==> config.mk <==
export PLATFORM = sky130hd
export DESIGN_NAME = slcan_frame_text_encoder_core
export DESIGN_NICKNAME = d
export VERILOG_FILES = /design/src/rtl/slcan_pkg.sv /design/src/rtl/slcan_front.sv /design/src/rtl/slcan_fifo.sv /design/src/rtl/slcan_back.sv /design/src/rtl/slcan_frame_text_encoder_core.sv
export SDC_FILE = /design/constraint.sdc
export NUM_CORES = 1
export LEC_CHECK = 0
export BUFFER_PORTS_ARGS = -buffer_cell sky130_fd_sc_hd__buf_2
export CORE_ASPECT_RATIO = 0.5
export CORE_MARGIN = 2
export CORE_UTILIZATION = 48
export DETAILED_ROUTE_END_ITERATION = 12
export PLACE_DENSITY = 0.75
export SYNTH_ARGS = -nofsm -noshare
export SYNTH_HDL_FRONTEND = slang
export SYNTH_HIERARCHICAL = 1
export SYNTH_SLANG_ARGS = --single-unit
==> constraint.sdc <==
create_clock -name clk -period 8.55 [get_ports clk]
set_clock_uncertainty 0.05 [all_clocks]
set_input_delay 0.855 -clock clk [delete_from_list [all_inputs] [get_ports clk]]
set_output_delay 0.855 -clock clk [all_outputs]
set_load 0.005 [all_outputs]
==> src/rtl/slcan_pkg.sv <==
// Shared types, constants and a helper function for the serial-line CAN frame text encoder.
// No dependencies.
`default_nettype none

package slcan_pkg;

    localparam int unsigned ID_W      = 29;
    localparam int unsigned DLC_W     = 4;
    localparam int unsigned PAYLOAD_W = 64;
    localparam int unsigned CHAR_W    = 8;
    localparam int unsigned ID_SH_W   = 32;
    localparam int unsigned CNT_W     = 4;

    localparam logic [CNT_W-1:0] STD_DIGITS = 4'd3;
    localparam logic [CNT_W-1:0] EXT_DIGITS = 4'd8;
    localparam logic [CNT_W-1:0] MAX_BYTES  = 4'd8;

    localparam logic [CHAR_W-1:0] CHAR_STD_DATA = 8'h74; // 't'
    localparam logic [CHAR_W-1:0] CHAR_STD_RTR  = 8'h72; // 'r'
    localparam logic [CHAR_W-1:0] CHAR_EXT_DATA = 8'h54; // 'T'
    localparam logic [CHAR_W-1:0] CHAR_EXT_RTR  = 8'h52; // 'R'
    localparam logic [CHAR_W-1:0] CHAR_CR       = 8'h0d;
    localparam logic [CHAR_W-1:0] CHAR_ZERO     = 8'h30;
    localparam logic [CHAR_W-1:0] CHAR_A_MINUS_10 = 8'h37;

    typedef struct packed {
        logic [ID_W-1:0]      can_id;
        logic                 extended;
        logic                 remote;
        logic [DLC_W-1:0]     length_code;
        logic [PAYLOAD_W-1:0] payload;
    } frame_t;

    typedef struct packed {
        logic [CHAR_W-1:0] character;
        logic              last;
    } text_t;

    // classified frame handed from front to back
    typedef struct packed {
        logic [CHAR_W-1:0]    letter;
        logic [ID_SH_W-1:0]   id_sh;
        logic [CNT_W-1:0]     id_cnt;
        logic [DLC_W-1:0]     dlc;
        logic [CNT_W-1:0]     nbytes;
        logic [PAYLOAD_W-1:0] payload;
    } desc_t;

    typedef enum logic [2:0] {
        PH_IDLE,
        PH_LETTER,
        PH_ID,
        PH_DLC,
        PH_DATA,
        PH_CR
    } phase_t;

    function automatic logic [CHAR_W-1:0] hex_char(input logic [3:0] v);
        logic [CHAR_W-1:0] ext_v;
        ext_v = {4'b0, v};
        return (v < 4'd10) ? (ext_v + CHAR_ZERO) : (ext_v + CHAR_A_MINUS_10);
    endfunction

endpackage

`default_nettype wire

==> src/rtl/slcan_front.sv <==
// Front end: accepts frames, holds the enable register, classifies each frame into a descriptor.
// Depends on slcan_pkg.
`default_nettype none

module slcan_front (
    input  wire logic            clk,
    input  wire logic            rst_n,
    input  wire logic            cfg_valid,
    input  wire logic            cfg_data,
    input  wire logic            frame_valid,
    output logic                 frame_stall,
    input  wire slcan_pkg::frame_t frame,
    output logic                 push_valid,
    input  wire logic            push_ready,
    output slcan_pkg::desc_t     push_desc
);
    import slcan_pkg::*;

    logic   enable_reg;
    logic   valid_reg, valid_next;
    desc_t  desc_reg, desc_next;
    logic   accept;
    logic   push;
    desc_t  cls;

    always_comb
    begin
        cls.letter  = frame.extended ? (frame.remote ? CHAR_EXT_RTR : CHAR_EXT_DATA)
                                     : (frame.remote ? CHAR_STD_RTR : CHAR_STD_DATA);
        cls.id_sh   = frame.extended ? {3'b0, frame.can_id} : {frame.can_id[11:0], 20'b0};
        cls.id_cnt  = frame.extended ? EXT_DIGITS : STD_DIGITS;
        cls.dlc     = frame.length_code;
        cls.nbytes  = frame.remote ? '0 :
                      ((frame.length_code > MAX_BYTES) ? MAX_BYTES : frame.length_code);
        cls.payload = frame.payload;
    end

    assign push        = valid_reg && push_ready;
    assign frame_stall = valid_reg && !push_ready;
    assign accept      = frame_valid && !frame_stall;
    assign push_valid  = valid_reg;
    assign push_desc   = desc_reg;

    always_comb
    begin
        valid_next = valid_reg && !push;
        desc_next  = desc_reg;
        if (accept && enable_reg)
        begin
            valid_next = 1'b1;
            desc_next  = cls;
        end
    end

    always_ff @(posedge clk or negedge rst_n)
    begin
        if (!rst_n)
        begin
            enable_reg <= 1'b0;
            valid_reg  <= 1'b0;
        end
        else
        begin
            if (cfg_valid)
                enable_reg <= cfg_data;
            valid_reg <= valid_next;
        end
    end

    always_ff @(posedge clk)
    begin
        desc_reg <= desc_next;
    end

endmodule

`default_nettype wire

==> src/rtl/slcan_fifo.sv <==
// Two-entry descriptor queue between front and back.
// Depends on slcan_pkg.
`default_nettype none

module slcan_fifo (
    input  wire logic             clk,
    input  wire logic             rst_n,
    input  wire logic             push_valid,
    output logic                  push_ready,
    input  wire slcan_pkg::desc_t push_desc,
    output logic                  pop_valid,
    input  wire logic             pop,
    output slcan_pkg::desc_t      pop_desc
);
    import slcan_pkg::*;

    desc_t       mem_reg [2];
    logic        wr_ptr_reg, rd_ptr_reg;
    logic [1:0]  count_reg, count_next;
    logic        do_push, do_pop;

    assign push_ready = (count_reg != 2'd2);
    assign pop_valid  = (count_reg != 2'd0);
    assign pop_desc   = mem_reg[rd_ptr_reg];
    assign do_push    = push_valid && push_ready;
    assign do_pop     = pop && pop_valid;

    always_comb
    begin
        count_next = count_reg;
        if (do_push && !do_pop)
            count_next = count_reg + 2'd1;
        else if (do_pop && !do_push)
            count_next = count_reg - 2'd1;
    end

    always_ff @(posedge clk or negedge rst_n)
    begin
        if (!rst_n)
        begin
            wr_ptr_reg <= 1'b0;
            rd_ptr_reg <= 1'b0;
            count_reg  <= 2'd0;
        end
        else
        begin
            if (do_push)
                wr_ptr_reg <= !wr_ptr_reg;
            if (do_pop)
                rd_ptr_reg <= !rd_ptr_reg;
            count_reg <= count_next;
        end
    end

    always_ff @(posedge clk)
    begin
        if (do_push)
            mem_reg[wr_ptr_reg] <= push_desc;
    end

endmodule

`default_nettype wire

==> src/rtl/slcan_back.sv <==
// Back end: walks a descriptor character by character into a registered output stage.
// Depends on slcan_pkg.
`default_nettype none

module slcan_back (
    input  wire logic             clk,
    input  wire logic             rst_n,
    input  wire logic             pop_valid,
    output logic                  pop,
    input  wire slcan_pkg::desc_t pop_desc,
    output logic                  text_valid,
    input  wire logic             text_stall,
    output slcan_pkg::text_t      text
);
    import slcan_pkg::*;

    phase_t                phase_reg, phase_next;
    logic [CHAR_W-1:0]     letter_reg, letter_next;
    logic [ID_SH_W-1:0]    id_sh_reg, id_sh_next;
    logic [CNT_W-1:0]      id_cnt_reg, id_cnt_next;
    logic [DLC_W-1:0]      dlc_reg, dlc_next;
    logic [CNT_W-1:0]      nb_reg, nb_next;
    logic [PAYLOAD_W-1:0]  pay_reg, pay_next;
    logic                  hi_reg, hi_next;
    logic                  out_valid_reg, out_valid_next;
    text_t                 out_reg, out_next;
    logic                  advance;
    logic                  load;
    text_t                 cur;

    assign advance    = (phase_reg != PH_IDLE) && (!out_valid_reg || !text_stall);
    assign text_valid = out_valid_reg;
    assign text       = out_reg;

    always_comb
    begin
        phase_next  = phase_reg;
        letter_next = letter_reg;
        id_sh_next  = id_sh_reg;
        id_cnt_next = id_cnt_reg;
        dlc_next    = dlc_reg;
        nb_next     = nb_reg;
        pay_next    = pay_reg;
        hi_next     = hi_reg;
        load        = 1'b0;
        cur.character = CHAR_CR;
        cur.last      = 1'b0;

        unique case (phase_reg)
            PH_IDLE:
            begin
                load = pop_valid;
            end
            PH_LETTER:
            begin
                cur.character = letter_reg;
                if (advance)
                    phase_next = PH_ID;
            end
            PH_ID:
            begin
                cur.character = hex_char(id_sh_reg[ID_SH_W-1 -: 4]);
                if (advance)
                begin
                    id_sh_next  = {id_sh_reg[ID_SH_W-5:0], 4'b0};
                    id_cnt_next = id_cnt_reg - 4'd1;
                    if (id_cnt_reg == 4'd1)
                        phase_next = PH_DLC;
                end
            end
            PH_DLC:
            begin
                cur.character = hex_char(dlc_reg);
                if (advance)
                begin
                    hi_next    = 1'b1;
                    phase_next = (nb_reg == '0) ? PH_CR : PH_DATA;
                end
            end
            PH_DATA:
            begin
                cur.character = hi_reg ? hex_char(pay_reg[7:4]) : hex_char(pay_reg[3:0]);
                if (advance)
                begin
                    hi_next = !hi_reg;
                    if (!hi_reg)
                    begin
                        pay_next = {8'b0, pay_reg[PAYLOAD_W-1:8]};
                        nb_next  = nb_reg - 4'd1;
                        if (nb_reg == 4'd1)
                            phase_next = PH_CR;
                    end
                end
            end
            PH_CR:
            begin
                cur.character = CHAR_CR;
                cur.last      = 1'b1;
                if (advance)
                begin
                    phase_next = PH_IDLE;
                    load       = pop_valid;
                end
            end
            default:
            begin
                phase_next = PH_IDLE;
            end
        endcase

        if (load)
        begin
            phase_next  = PH_LETTER;
            letter_next = pop_desc.letter;
            id_sh_next  = pop_desc.id_sh;
            id_cnt_next = pop_desc.id_cnt;
            dlc_next    = pop_desc.dlc;
            nb_next     = pop_desc.nbytes;
            pay_next    = pop_desc.payload;
        end

        pop = load;

        out_next       = out_reg;
        out_valid_next = out_valid_reg && text_stall;
        if (advance)
        begin
            out_next       = cur;
            out_valid_next = 1'b1;
        end
    end

    always_ff @(posedge clk or negedge rst_n)
    begin
        if (!rst_n)
        begin
            phase_reg     <= PH_IDLE;
            out_valid_reg <= 1'b0;
        end
        else
        begin
            phase_reg     <= phase_next;
            out_valid_reg <= out_valid_next;
        end
    end

    always_ff @(posedge clk)
    begin
        letter_reg <= letter_next;
        id_sh_reg  <= id_sh_next;
        id_cnt_reg <= id_cnt_next;
        dlc_reg    <= dlc_next;
        nb_reg     <= nb_next;
        pay_reg    <= pay_next;
        hi_reg     <= hi_next;
        out_reg    <= out_next;
    end

    a_last_is_cr: assert property (@(posedge clk) disable iff (!rst_n)
        out_valid_reg && out_reg.last |-> out_reg.character == CHAR_CR)
        else $error("last flag on a character other than carriage return");

    a_id_cnt_live: assert property (@(posedge clk) disable iff (!rst_n)
        phase_reg == PH_ID |-> id_cnt_reg != '0)
        else $error("identifier phase with no digits left");

    a_nb_live: assert property (@(posedge clk) disable iff (!rst_n)
        phase_reg == PH_DATA |-> nb_reg != '0)
        else $error("data phase with no bytes left");

    a_stall_holds: assert property (@(posedge clk) disable iff (!rst_n)
        out_valid_reg && text_stall |=> out_valid_reg && $stable(out_reg))
        else $error("stalled character changed");

endmodule

`default_nettype wire

==> src/rtl/slcan_frame_text_encoder_core.sv <==
// Throughput: one character per cycle while text_stall is low; consecutive frames follow
// without gaps, limited by the single character output register.
// A two-entry queue lets frames be accepted while the previous line is still being sent.
// Reset (rst_n, async, active low) empties all stages and clears output_enable to 0.
// Frames accepted while output_enable is 0 are dropped. Depends on slcan_pkg and submodules.
`default_nettype none

module slcan_frame_text_encoder_core (
    input  wire logic              clk,
    input  wire logic              rst_n,
    input  wire logic              cfg_valid,
    output logic                   cfg_ready,
    input  wire logic              cfg_data,
    input  wire logic              frame_valid,
    output logic                   frame_stall,
    input  wire slcan_pkg::frame_t frame,
    output logic                   text_valid,
    input  wire logic              text_stall,
    output slcan_pkg::text_t       text
);
    import slcan_pkg::*;

    logic   push_valid, push_ready;
    desc_t  push_desc;
    logic   pop_valid, pop;
    desc_t  pop_desc;

    assign cfg_ready = 1'b1;

    slcan_front u_front (
        .clk         (clk),
        .rst_n       (rst_n),
        .cfg_valid   (cfg_valid),
        .cfg_data    (cfg_data),
        .frame_valid (frame_valid),
        .frame_stall (frame_stall),
        .frame       (frame),
        .push_valid  (push_valid),
        .push_ready  (push_ready),
        .push_desc   (push_desc)
    );

    slcan_fifo u_fifo (
        .clk        (clk),
        .rst_n      (rst_n),
        .push_valid (push_valid),
        .push_ready (push_ready),
        .push_desc  (push_desc),
        .pop_valid  (pop_valid),
        .pop        (pop),
        .pop_desc   (pop_desc)
    );

    slcan_back u_back (
        .clk        (clk),
        .rst_n      (rst_n),
        .pop_valid  (pop_valid),
        .pop        (pop),
        .pop_desc   (pop_desc),
        .text_valid (text_valid),
        .text_stall (text_stall),
        .text       (text)
    );

endmodule

`default_nettype wire

==> reports/results.txt <==
The run finished with clean final reports. STA puts the critical path data required time at 8.82 ns. Flip-flop count of the largest register, all copies and words added: 232. The data arrival time of the critical path was 3.55 ns. The clock transition at the registers of the reported paths was 0.06 ns; the final setup slack of the worst path was 5.262 ns. The total setup violations reported at the end of the flow was 0; the total CTS buffers was 43. The setup TNS is 0 ns, and the number of buffers inserted by post-CTS setup repair is 0. The run gives 2927 as the number of fillers in the final layout. The dominant combinational cell family by area after synthesis was multiplexers. Setup repair after global routing left no endpoint under its margin. For this run, the post-layout net count is 1183. The overall die width came out at 283.2 um.

Summing all placed instances gives a cell area of 0.01975 mm^2. After synthesis, the share of cell area in mux cells is 15.60%. Averaged over all synthesized cells, the footprint is 19.94 um^2.

The number of hold buffers added after CTS came out at 0. Worst-margin pin slew: 1.214 ns. The path class of the tightest hold or removal check is in -> async. The tool flagged a number of max-cap violations equal to 0. Across the whole layout, storage elements account for 0.01425 mm^2.

The pin count of the biggest net entering global routing was 71; the post-route worst hold slack was 0.1182 ns. The final design area excluding fillers is 0.02117 mm^2. The logs give 0.04067 mm^2 for the area enclosed by the die boundary and 6 for the number of warnings printed during yosys synthesis. Once the clock tree was built, the resizer swapped 0 gates to a different size.

Summing the areas of all compound-gate instances in the mapped netlist gives 1.766% of the synthesized area. Iteration count of the initial detailed-routing pass: 5. The source-to-sink clock delay at the later pin of the worst-skew pair is 0.56 ns, and the area overhead of the layout relative to synthesis is 13.16%.

For the wire length after detailed routing, the log shows 30230 um. The tools report the non-filler instance count after layout as 1634. In the layout the commonest cells are edfxtp_1 (466), buf_2 (115), mux2_4 (113). At the end of routability-driven placement, the weighted congestion stood at 0.8270.

TritonCTS built the clock tree. Of the total synthesized cell area, the portion taken by XOR and XNOR cells is 0.7022%. The number of unique standard cell types used by synthesis is 45. The highest clock rate is 304.2 MHz, and the detailed-route vias per instance is 4.990. The y dimension of the die works out to 143.6 um. The tools report the tightest slew margin relative to the limit as 19.06%. The run gives 0 as the post-detailed-route count of antenna-violating nets. After detailed routing, the average wire length per cell comes to 18.50 um. Number of enable flip-flop cells after synthesis: 466. Of the synthesized area, sequential elements account for 76.14%. Synthesis inferred 476 register bits.

Summed over all layers, the global routing overflow is 0. The critical path capture point type was a flip-flop. Including well taps, the total number of placed cells is 1554.

For the initial antenna violation count, the log shows 0. IR analysis of the VDD net gives a maximum drop of 0.1798 mV. The setup path with the least slack is of type reg -> reg. The clock net in this run drives a total of 476 sinks. The repair_antennas step left the layout with diodes totalling 0.

The minimum period implied by the final worst setup slack was 3.288 ns; the count of vias placed by the detailed router was 8154. STA classifies the critical path startpoint as a flip-flop. In the synthesized netlist the dominant register cell turns out to be edfxtp_1. The multi-input combinational cells in the finished layout cover a total of 0.004118 mm^2. The share of post-route cells with drive strength above 1 is 37.32%. 117 I/O pins were placed.

The core area was 0.03867 mm^2; the netlist area before placement was 0.01871 mm^2. The effective utilization at floorplan came out at 48.38%. In this run the clock root is driven by a clkbuf_16.

The aggregate global-route resource usage was 14.75%. Part of the cycle the worst path needs: 38.45%. CTS built an H-tree with a depth of 2. The highest net fanout along the worst path came out at 63. The number of pins with negative max-slew slack in the final report is 0, and the pre-CTS setup slack is 5.052 ns. For the utilization after layout, the log shows 54.74%. The sum of internal, switching and leakage power is 7.778 mW. Row generation in the floorplan step produced 51 rows. The count of buffers from port buffering was 115.

Summed over all nets, the half-perimeter wirelength after detailed placement is 18470 um. The library cell used most frequently in the layout, excluding fill and tap cells, is edfxtp_1. The number of remaining DRC errors was 0; the static power due to leakage was 7.637 nW. The instance count of the mapped netlist came out at 938.

After the first detailed-routing iteration, the DRC count stood at 497. The basic-gate share of the synthesized area counting and, or, nand and nor cells is 2.976%, and the adder-cell area share of the yosys netlist is 0.6019%. The fraction of synthesis flops using an asynchronous set or reset pin was 2.101%.

Counting along the longest clock path gives a buffer depth of 3. The first global-routing pass estimated 46700 um of wire. The final hold violation count is 0, and the power per standard cell area is 367.4 mW/mm^2.

The number of global-route vias before repair was 8575.
per-layer routing:
metal	routed length [um]	global-route usage (%)
met1	13580	19.61
met2	14890	24.99
met3	1079	2.746
met4	684	4.539
met5	0	0
area by class of cell:
class                   instances  share of cell area, %
flip-flops and latches        476                  67.30
well taps                     530                  3.133
clock buffers                  52                  5.290
clock inverters                28                  1.395
repair buffers                124                  3.038
inverters                      22                 0.3901
multi-input cells             402                  19.45
worst max-delay path, cell delays in order, from the launching register on:
cell      delay (ns)
dfrtp_1         0.79
nand2b_1        0.27
a21o_4          0.42
buf_4           0.94
mux2_2          0.42
Yosys cell counts, drive strengths merged (8+ instances only):
library cell / instances / area (um^2)
edfxtp: 466 / 13990
ha: 9 / 112.6
inv: 22 / 82.58
nor2: 15 / 56.30
a21oi: 14 / 70.07
and2: 36 / 226.5
dfrtp: 10 / 250.2
nand2b: 8 / 50.05
nor2b: 8 / 50.05
mux2: 218 / 2879
nand2: 12 / 45.04
o21ai: 10 / 50.05
xnor2: 8 / 70.07
buf: 35 / 291.5
worst paths after layout:
path / startpoint / to / slack [ns] / cells past startpoint
worst max-delay path: u_back/phase_reg[1] / u_back/id_sh_reg[31] / 5.26 / 4
worst min-delay path: rst_n / u_fifo/count_reg[0] / 0.12 / 1
worst max register to register: u_back/phase_reg[1] / u_back/id_sh_reg[31] / 5.26 / 4
worst min register to register: u_front/push_desc[92] / u_fifo/mem_reg[1][92] / 0.39 / 0
max in group asynchronous: rst_n / u_fifo/rd_ptr_reg / 8.10 / 1
min in group clk: u_front/push_desc[92] / u_fifo/mem_reg[1][92] / 0.39 / 0
where the power goes:
| part | switching [mW] | leakage, nW | internal (mW) |
|---|---|---|---|
| Sequential | 0.346 | 4.45 | 3.46 |
| Clock | 0.823 | 0.686 | 1.10 |
| Combinational | 0.964 | 2.50 | 1.09 |
logic make-up (layout without fill, tap and decap cells):
logic type	after synthesis	after routing
muxes	222	222
other	3	7
xor gates and xnor gates	15	15
buffers and inverters	64	226
adders and majority gates	9	9
AOI/OAI and AO/OA	51	51
DFF	476	476
and+or+nand+nor	98	98
(Power assumes the default switching activity.)
